===== config.mk =====
export PLATFORM = sky130hd
export DESIGN_NAME = midpoint_ellipse_rasterizer_core
export DESIGN_NICKNAME = d
export VERILOG_FILES = /design/src/rtl/core/mer_pkg.sv /design/src/rtl/core/mer_mul.sv /design/src/rtl/core/midpoint_ellipse_rasterizer_core.sv
export SDC_FILE = /design/constraint.sdc
export NUM_CORES = 2
export LEC_CHECK = 0
export BUFFER_PORTS_ARGS = -buffer_cell sky130_fd_sc_hd__buf_2
export CAP_MARGIN = 30
export CELL_PAD_IN_SITES_DETAIL_PLACEMENT = 1
export CELL_PAD_IN_SITES_GLOBAL_PLACEMENT = 2
export CORE_UTILIZATION = 45
export DETAILED_ROUTE_END_ITERATION = 8
export HOLD_SLACK_MARGIN = 0.03
export PLACE_DENSITY = 0.95
export SLEW_MARGIN = 20
export SYNTH_ARGS = -nofsm -noshare
export SYNTH_HDL_FRONTEND = slang
export SYNTH_SLANG_ARGS = --single-unit

===== constraint.sdc =====
create_clock -name clk -period 18.54 [get_ports clk]
set_clock_uncertainty 0.2 [all_clocks]
set_input_delay 0.927 -clock clk [delete_from_list [all_inputs] [get_ports clk]]
set_output_delay 0.927 -clock clk [all_outputs]
set_load 0.02 [all_outputs]

===== src/rtl/core/mer_pkg.sv =====
// ----------------------------------------------------------------------------
// mer_pkg
// Shared constants for the midpoint ellipse rasterizer: default widths and
// the command codes of the input item.
// ----------------------------------------------------------------------------
package mer_pkg;

  localparam int RADIUS_BITS_DEF = 10;
  localparam int COORD_BITS_DEF  = 12;

  localparam logic CMD_START   = 1'b0;
  localparam logic CMD_ADVANCE = 1'b1;

endpackage


===== src/rtl/core/mer_mul.sv =====
// ----------------------------------------------------------------------------
// mer_mul
// Shared unsigned multiplier with a registered product. The sequencer feeds
// one operand pair per cycle and reads the product in the next cycle.
// ----------------------------------------------------------------------------
module mer_mul
  import mer_pkg::*;
#(
  parameter int A_W = 2 * RADIUS_BITS_DEF,
  parameter int B_W = 2 * RADIUS_BITS_DEF + 6
) (
  input  logic                 clk,
  input  logic [A_W-1:0]       a,
  input  logic [B_W-1:0]       b,
  output logic [A_W+B_W-1:0]   p
);

  always_ff @(posedge clk) begin
    p <= (A_W + B_W)'(a) * (A_W + B_W)'(b);
  end

endmodule


===== src/rtl/core/midpoint_ellipse_rasterizer_core.sv =====
// ----------------------------------------------------------------------------
// midpoint_ellipse_rasterizer_core
// Midpoint ellipse walk: a start item loads the geometry and plots the first
// four mirrored pixels, each advance item during an active walk plots the next four.
// ----------------------------------------------------------------------------
//   channel  handshake            payload
//   in       in_valid / in_ready  command, radius_x, radius_y, centre_x, centre_y
//   out      out_valid / out_ready pixel_x, pixel_y, last_pixel
//
// A start item runs setup states ST0 to ST3 and CHK (three products on the
// shared multiplier and a region check), EMIT for four pixels and update
// states UPD1, UPD2 and CHK, plus entry states E0 to E5 whenever the walk
// enters region 2. An advance item runs EMIT and the update states, plus E0
// to E5 on entry to region 2; the one multiplier sets the length of the setup
// and region 2 entry sequences. EMIT waits while out_ready is low. An advance
// while idle is taken and plots nothing. Reset returns the block to idle.
// ----------------------------------------------------------------------------
module midpoint_ellipse_rasterizer_core
  import mer_pkg::*;
#(
  parameter int RADIUS_BITS = RADIUS_BITS_DEF,
  parameter int COORD_BITS  = COORD_BITS_DEF
) (
  input  logic                          clk,
  input  logic                          rst,
  input  logic                          in_valid,
  output logic                          in_ready,
  input  logic                          command,
  input  logic [RADIUS_BITS-1:0]        radius_x,
  input  logic [RADIUS_BITS-1:0]        radius_y,
  input  logic signed [COORD_BITS-1:0]  centre_x,
  input  logic signed [COORD_BITS-1:0]  centre_y,
  output logic                          out_valid,
  input  logic                          out_ready,
  output logic signed [COORD_BITS:0]    pixel_x,
  output logic signed [COORD_BITS:0]    pixel_y,
  output logic                          last_pixel
);

  localparam int R2_W    = 2 * RADIUS_BITS;
  localparam int OFF_W   = RADIUS_BITS + 2;
  localparam int SLOPE_W = 3 * RADIUS_BITS + 4;
  localparam int DEC_W   = 4 * RADIUS_BITS + 8;
  localparam int MA_W    = R2_W;
  localparam int MB_W    = 2 * RADIUS_BITS + 6;
  localparam int MP_W    = MA_W + MB_W;
  localparam int PIX_W   = COORD_BITS + 1;
  localparam int SUM_W   = ((COORD_BITS > OFF_W) ? COORD_BITS : OFF_W) + 1;

  typedef enum logic [14:0] {
    S_IDLE = 15'h0001,
    S_ST0  = 15'h0002,
    S_ST1  = 15'h0004,
    S_ST2  = 15'h0008,
    S_ST3  = 15'h0010,
    S_CHK  = 15'h0020,
    S_E0   = 15'h0040,
    S_E1   = 15'h0080,
    S_E2   = 15'h0100,
    S_E3   = 15'h0200,
    S_E4   = 15'h0400,
    S_E5   = 15'h0800,
    S_EMIT = 15'h1000,
    S_UPD1 = 15'h2000,
    S_UPD2 = 15'h4000
  } state_t;

  state_t state, state_next;

  logic                        active;
  logic                        in2;
  logic                        from_start;
  logic [1:0]                  k;
  logic                        inc_x, dec_y;
  logic                        inc_x_q, dec_y_q;

  logic [RADIUS_BITS-1:0]      held_rx, held_ry;
  logic signed [COORD_BITS-1:0] held_cx, held_cy;
  logic [R2_W-1:0]             rx2, ry2;
  logic signed [OFF_W-1:0]     x, y;
  logic signed [SLOPE_W-1:0]   sx, sy;
  logic [DEC_W-1:0]            d;
  logic [DEC_W-1:0]            addend;

  logic [MA_W-1:0]             mul_a;
  logic [MB_W-1:0]             mul_b;
  logic [MP_W-1:0]             p;
  logic [OFF_W-1:0]            tx;
  logic [OFF_W-1:0]            ym1abs;

  logic                        in_acc, out_acc;
  logic signed [SUM_W-1:0]     cx_e, cy_e, xs_e, ys_e;

  assign in_ready  = (state == S_IDLE);
  assign out_valid = (state == S_EMIT);
  assign in_acc    = in_valid && in_ready;
  assign out_acc   = out_valid && out_ready;

  mer_mul #(.A_W(MA_W), .B_W(MB_W)) u_mul (
    .clk (clk),
    .a   (mul_a),
    .b   (mul_b),
    .p   (p)
  );

  // Region 2 entry operands: 2x+1, and |y-1| where y is never below zero here.
  assign tx     = {x[OFF_W-2:0], 1'b1};
  assign ym1abs = (y == '0) ? OFF_W'(1) : OFF_W'(y - OFF_W'(1));

  always_comb begin
    mul_a = '0;
    mul_b = '0;
    case (state)
      S_ST0: begin
        mul_a = MA_W'(held_rx);
        mul_b = MB_W'(held_rx);
      end
      S_ST1: begin
        mul_a = MA_W'(held_ry);
        mul_b = MB_W'(held_ry);
      end
      S_ST2: begin
        mul_a = rx2;
        mul_b = MB_W'(held_ry);
      end
      S_E0: begin
        mul_a = MA_W'(tx);
        mul_b = MB_W'(tx);
      end
      S_E1: begin
        mul_a = ry2;
        mul_b = p[MB_W-1:0];
      end
      S_E2: begin
        mul_a = MA_W'(ym1abs);
        mul_b = MB_W'(ym1abs);
      end
      S_E3: begin
        mul_a = rx2;
        mul_b = p[MB_W-1:0];
      end
      S_E4: begin
        mul_a = rx2;
        mul_b = MB_W'(ry2);
      end
      default: begin
        mul_a = '0;
        mul_b = '0;
      end
    endcase
  end

  // Step direction for this iteration, taken from the decision sign.
  always_comb begin
    if (in2) begin
      dec_y = 1'b1;
      inc_x = d[DEC_W-1] || (d == '0);
    end else begin
      inc_x = 1'b1;
      dec_y = !d[DEC_W-1];
    end
  end

  always_comb begin
    addend = (inc_x_q ? DEC_W'(sx) : '0) - (dec_y_q ? DEC_W'(sy) : '0)
           + (in2 ? DEC_W'(rx2) : DEC_W'(ry2));
  end

  always_comb begin
    state_next = state;
    case (state)
      S_IDLE: begin
        if (in_valid) begin
          if (command == CMD_START) begin
            state_next = S_ST0;
          end else if (active) begin
            state_next = S_EMIT;
          end
        end
      end
      S_ST0: state_next = S_ST1;
      S_ST1: state_next = S_ST2;
      S_ST2: state_next = S_ST3;
      S_ST3: state_next = S_CHK;
      S_CHK: begin
        if (!in2 && (sx >= sy)) begin
          state_next = S_E0;
        end else if (from_start) begin
          state_next = S_EMIT;
        end else begin
          state_next = S_IDLE;
        end
      end
      S_E0: state_next = S_E1;
      S_E1: state_next = S_E2;
      S_E2: state_next = S_E3;
      S_E3: state_next = S_E4;
      S_E4: state_next = S_E5;
      S_E5: state_next = from_start ? S_EMIT : S_IDLE;
      S_EMIT: begin
        if (out_ready && (k == 2'd3)) begin
          state_next = S_UPD1;
        end
      end
      S_UPD1: state_next = S_UPD2;
      S_UPD2: state_next = S_CHK;
      default: state_next = S_IDLE;
    endcase
  end

  always_ff @(posedge clk) begin
    if (rst) begin
      state      <= S_IDLE;
      active     <= 1'b0;
      in2        <= 1'b0;
      from_start <= 1'b0;
      k          <= '0;
    end else begin
      state <= state_next;
      if (in_acc && (command == CMD_START)) begin
        active     <= 1'b1;
        in2        <= 1'b0;
        from_start <= 1'b1;
      end
      if (state == S_E5) begin
        in2 <= 1'b1;
      end
      if (state == S_EMIT) begin
        from_start <= 1'b0;
      end
      if (out_acc) begin
        k <= k + 2'd1;
      end
      // The walk ends once region 2 has stepped below the axis.
      if ((state == S_UPD2) && in2 && y[OFF_W-1]) begin
        active <= 1'b0;
      end
    end
  end

  always_ff @(posedge clk) begin
    case (state)
      S_IDLE: begin
        if (in_valid && (command == CMD_START)) begin
          held_rx <= radius_x;
          held_ry <= radius_y;
          held_cx <= centre_x;
          held_cy <= centre_y;
          x       <= '0;
          y       <= OFF_W'(radius_y);
          sx      <= '0;
        end
      end
      S_ST1: rx2 <= p[R2_W-1:0];
      S_ST2: ry2 <= p[R2_W-1:0];
      S_ST3: begin
        sy <= {p[SLOPE_W-2:0], 1'b0};
        d  <= (DEC_W'(ry2) << 2) - (DEC_W'(p) << 2) + DEC_W'(rx2);
      end
      S_E2: d <= DEC_W'(p);
      S_E4: d <= d + (DEC_W'(p) << 2);
      S_E5: d <= d - (DEC_W'(p) << 2);
      S_UPD1: begin
        inc_x_q <= inc_x;
        dec_y_q <= dec_y;
        if (inc_x) begin
          x  <= x + OFF_W'(1);
          sx <= sx + SLOPE_W'({ry2, 1'b0});
        end
        if (dec_y) begin
          y  <= y - OFF_W'(1);
          sy <= sy - SLOPE_W'({rx2, 1'b0});
        end
      end
      S_UPD2: d <= d + (addend << 2);
      default: begin
      end
    endcase
  end

  // Mirror order: (+x,+y), (-x,+y), (+x,-y), (-x,-y).
  assign cx_e = SUM_W'(held_cx);
  assign cy_e = SUM_W'(held_cy);
  assign xs_e = SUM_W'(x);
  assign ys_e = SUM_W'(y);

  assign pixel_x    = PIX_W'(k[0] ? (cx_e - xs_e) : (cx_e + xs_e));
  assign pixel_y    = PIX_W'(k[1] ? (cy_e - ys_e) : (cy_e + ys_e));
  assign last_pixel = (k == 2'd3) && in2 && (y == '0);

`ifndef SYNTHESIS
  a_no_overlap: assert property (@(posedge clk) disable iff (rst)
    !(out_valid && in_ready))
    else $error("input and output sides active together");

  a_last_ends: assert property (@(posedge clk) disable iff (rst)
    out_acc && last_pixel |-> ##3 !active)
    else $error("walk still active after final pixel");

  a_idle_advance: assert property (@(posedge clk) disable iff (rst)
    in_acc && (command == CMD_ADVANCE) && !active |=> in_ready)
    else $error("advance while idle started work");

  a_region_hold: assert property (@(posedge clk) disable iff (rst)
    $fell(in2) |-> $past(rst) || $past(in_acc && (command == CMD_START)))
    else $error("region 2 left without a start item");

  a_emit_above_axis: assert property (@(posedge clk) disable iff (rst)
    out_valid |-> !y[OFF_W-1])
    else $error("plotting with offset below the axis");
`endif

endmodule

==> impl_metrics.tcl <==
set metrics [dict create \
    outcome "finished clean" \
    grt_pass1_vias 38100 \
    wirelength_mm 149 \
    ctsResizeCount 0 \
    avgSynthCellArea_um2 8.67 \
    synth.yosys.seq_area_share_pct 19.6 \
    placed_cells 5869 \
    seq_area_mm2 0.00805 \
    finalHoldViolCount 0 \
    stdcell_area_mm2 0.0441 \
    cts-root-buf "clkbuf_16" \
    synth-compound-area-share_pct 14.5 \
    yosys-mux-area-fraction_pct 0.252 \
    start_kind "register" \
    cpPeakStageDelay_ns 0.72 \
    fmaxAchievable_mhz 93.5 \
    synth_area_leaders "fa_1 (23%), edfxtp_1 (16%), ha_1 (11%)" \
    die_x_um 304 \
    drtPass1Iterations 6 \
    ff2ff_setup_slack_ns 7.84 \
    hold_path_depth 1 \
    post_cts_buffers 0 \
    cpMostUsedCell "fa_1" \
    synthAdderAreaFrac_pct 34.3 \
    port_buffers 77 \
    grt_max_degree 98 \
    worstHoldPathType "reg2reg" \
    critPathKind "reg2reg" \
    r2r-start "state[10]$_SDFFE_PP0P_" \
    cts_tree "done" \
    htree_levels 2 \
    initial_utilization_pct 45.6 \
    r2r-end "u_mul.p[44]$_DFF_P_" \
    cp-endpoint "u_mul.p[44]$_DFF_P_" \
    cts_hold_buf 0 \
    power_density_mw_per_mm2 38.3 \
    dieArea_mm2 0.0927 \
    cp_slowest_cell "nand2_1" \
    ios 78 \
    wl_per_cell_um 25.1 \
    fin_cells 5940 \
    vias 35800 \
    clk-insertion-delay-late_ns 0.58 \
    netlist.area_leader.share_pct 22.9 \
    syn_nets 5640 \
    synth_edf_count 224 \
    grt_pass1_wl_mm 228 \
    critical_path_arrival_ns 10.95 \
    clk_pin_slew_ns 0.06 \
    crit_start "state[10]$_SDFFE_PP0P_" \
    yosys_warnings 0 \
    multi_input_area_mm2 0.0297 \
    gr-total-overflow 0 \
    dp_hpwl_mm 117 \
    drc 0 \
    cp.required_ns 18.79 \
    crit_path_max_fanout 54 \
    period_minus_slack_ns 10.70 \
    worst_slew_pin_slew_ns 1.05 \
    synth.distinct_cells 92 \
    die_y_um 304 \
    final_common_cell "inv_1" \
    slew-limit-headroom_pct 30.0 \
    reg2reg_depth 34 \
    track_usage_pct 32.1 \
    synthSimpleGateAreaFrac_pct 16.9 \
    cts.sink_count 290 \
    setup_violations 0 \
    slew_violations 0 \
    fin_tns_setup_ns 0 \
    fill_cells 10700 \
    synthCells 4745 \
    ys_seq_elements 290 \
    leakage_nw 20.2 \
    drv_cap 0 \
    period_share_pct 57.7 \
    yosysTopAreaCell "fa_1" \
    drive_gt1_share_pct 6.19 \
    numCtsBuffers 36 \
    antenna_found_initial 3 \
    drt_iter0_drc 3042 \
    final_cell_mix "inv_1 (668), nand2_1 (566), fa_1 (471)" \
    cts_buffer_depth 3 \
    ys.flop_type "edfxtp_1" \
    gp_congestion 0.934 \
    synth_top_family_by_area "adder cells" \
    placed_area_mm2 0.0428 \
    syn_to_final_growth_pct 7.18 \
    cp-end-kind "register" \
    ir_worst_vdd_mv 0.0601 \
    synthArstFlopShare_pct 0 \
    viasPerCell 6.02 \
    rows 110 \
    nets 5630 \
    ant_nets 0 \
    synth_xor_area_share_pct 6.08 \
    core_mm2 0.0903 \
    rsz0062_at_grt "no" \
    syn_area_mm2 0.0412 \
]
==> cell usage after synthesis, types with 19 or more instances <==
library cell	count
inv_1	670
nand2_1	567
fa_1	471
nor2_1	450
ha_1	375
o21ai_0	237
a21oi_1	235
edfxtp_1	224
xnor2_1	181
clkbuf_1	125
a21o_1	105
xor2_1	103
buf_2	76
and2_1	72
nor3_1	70
dfxtp_1	66
nand3_1	58
a22oi_1	53
nand2b_1	49
nor2b_1	39
nand4_1	34
and3_1	32
nor4_1	31
or3_1	29
o21bai_1	28
o21a_1	26
a211oi_1	20
a31oi_1	19
o211ai_1	19
==> area by class of cell <==
class,instances,share of cell area [%]
repair buffers,167,2.58
clock inverters,19,0.406
well taps,1176,3.34
multi-input cells,3570,67.4
inverters,670,5.70
clock buffers,47,2.32
diodes,1,0.00567
flip-flops and latches,290,18.2
==> logic make-up (layout without fill, tap and decap cells) <==
family	count (synthesis)	count (layout)
compound gates	919	919
xor+xnor	285	285
fa+ha+maj	846	846
buf+inv	885	903
flops	290	290
mux	10	10
other cells	0	1
simple gates	1510	1510
==> routing by layer <==
| metal | global-route usage [%] | part of all wire, % | vias up |
|---|---|---|---|
| met2 | 53.3 | 47 | 1473 |
| met4 | 14.3 | 4.9 | 2 |
| met3 | 4.81 | 7.9 | 348 |
| met1 | 41.4 | 40 | 18200 |
| li1 | - | - | 15800 |
| met5 | 0 | 0.0087 | - |
==> registers in the layout (all words and copies together), names as in the netlist, 2 cells and up <==
name	count
held_rx	10
held_cy	12
x	12
ry2	20
y	12
sy	33
state	15
held_cx	12
sx	33
u_mul.p	46
d	48
k	2
rx2	20
held_ry	10
==> how the worst min path moves through the flow <==
stage | start | endpoint | slack, ns
2_1_floorplan | from_start$_SDFFE_PP0P_ | state[0]$_SDFFE_PP1P_ | 0.22
3_3_place_gp | active$_SDFFE_PP0P_ | active$_SDFFE_PP0P_ | 0.25
3_5_place_dp | from_start$_SDFFE_PP0P_ | state[0]$_SDFFE_PP1P_ | 0.27
4_1_cts | from_start$_SDFFE_PP0P_ | from_start$_SDFFE_PP0P_ | 0.28
5_1_grt | centre_x[4] | held_cx[4]$_DFFE_PP_ | 0.30
6_report | active$_SDFFE_PP0P_ | active$_SDFFE_PP0P_ | 0.28
==> report_power, final <==
part	switching (mW)	internal, mW	leakage (nW)
logic	0.133	0.0745	16.8
clock network	0.320	0.422	0.597
registers	0.0210	0.717	2.82
==> through the flow <==
step / hold WS [ns] / utilization (%) / total power [mW] / setup slack (ns)
after floorplan: 0.222 / - / 0.880 / 9.19
after global placement: 0.250 / 47.4 / 0.945 / 8.23
after detailed placement: 0.269 / 47.4 / 0.952 / 7.94
after CTS: 0.283 / 48.8 / 1.69 / 7.87
after global routing: 0.302 / 48.9 / 1.73 / 7.29
final: 0.278 / 48.9 / 1.69 / 7.84
==> worst max-delay path, delay by kind of cell, from the launching register on <==
kind                       cells  cell delay [ns]
DFF                            1             0.42
xor gates and xnor gates       1             0.14
adders and majority gates      8             4.09
buffers and inverters          6             0.87
AOI/OAI and AO/OA              7             1.49
and+or+nand+nor               12             3.34
(Power assumes the default switching activity.)
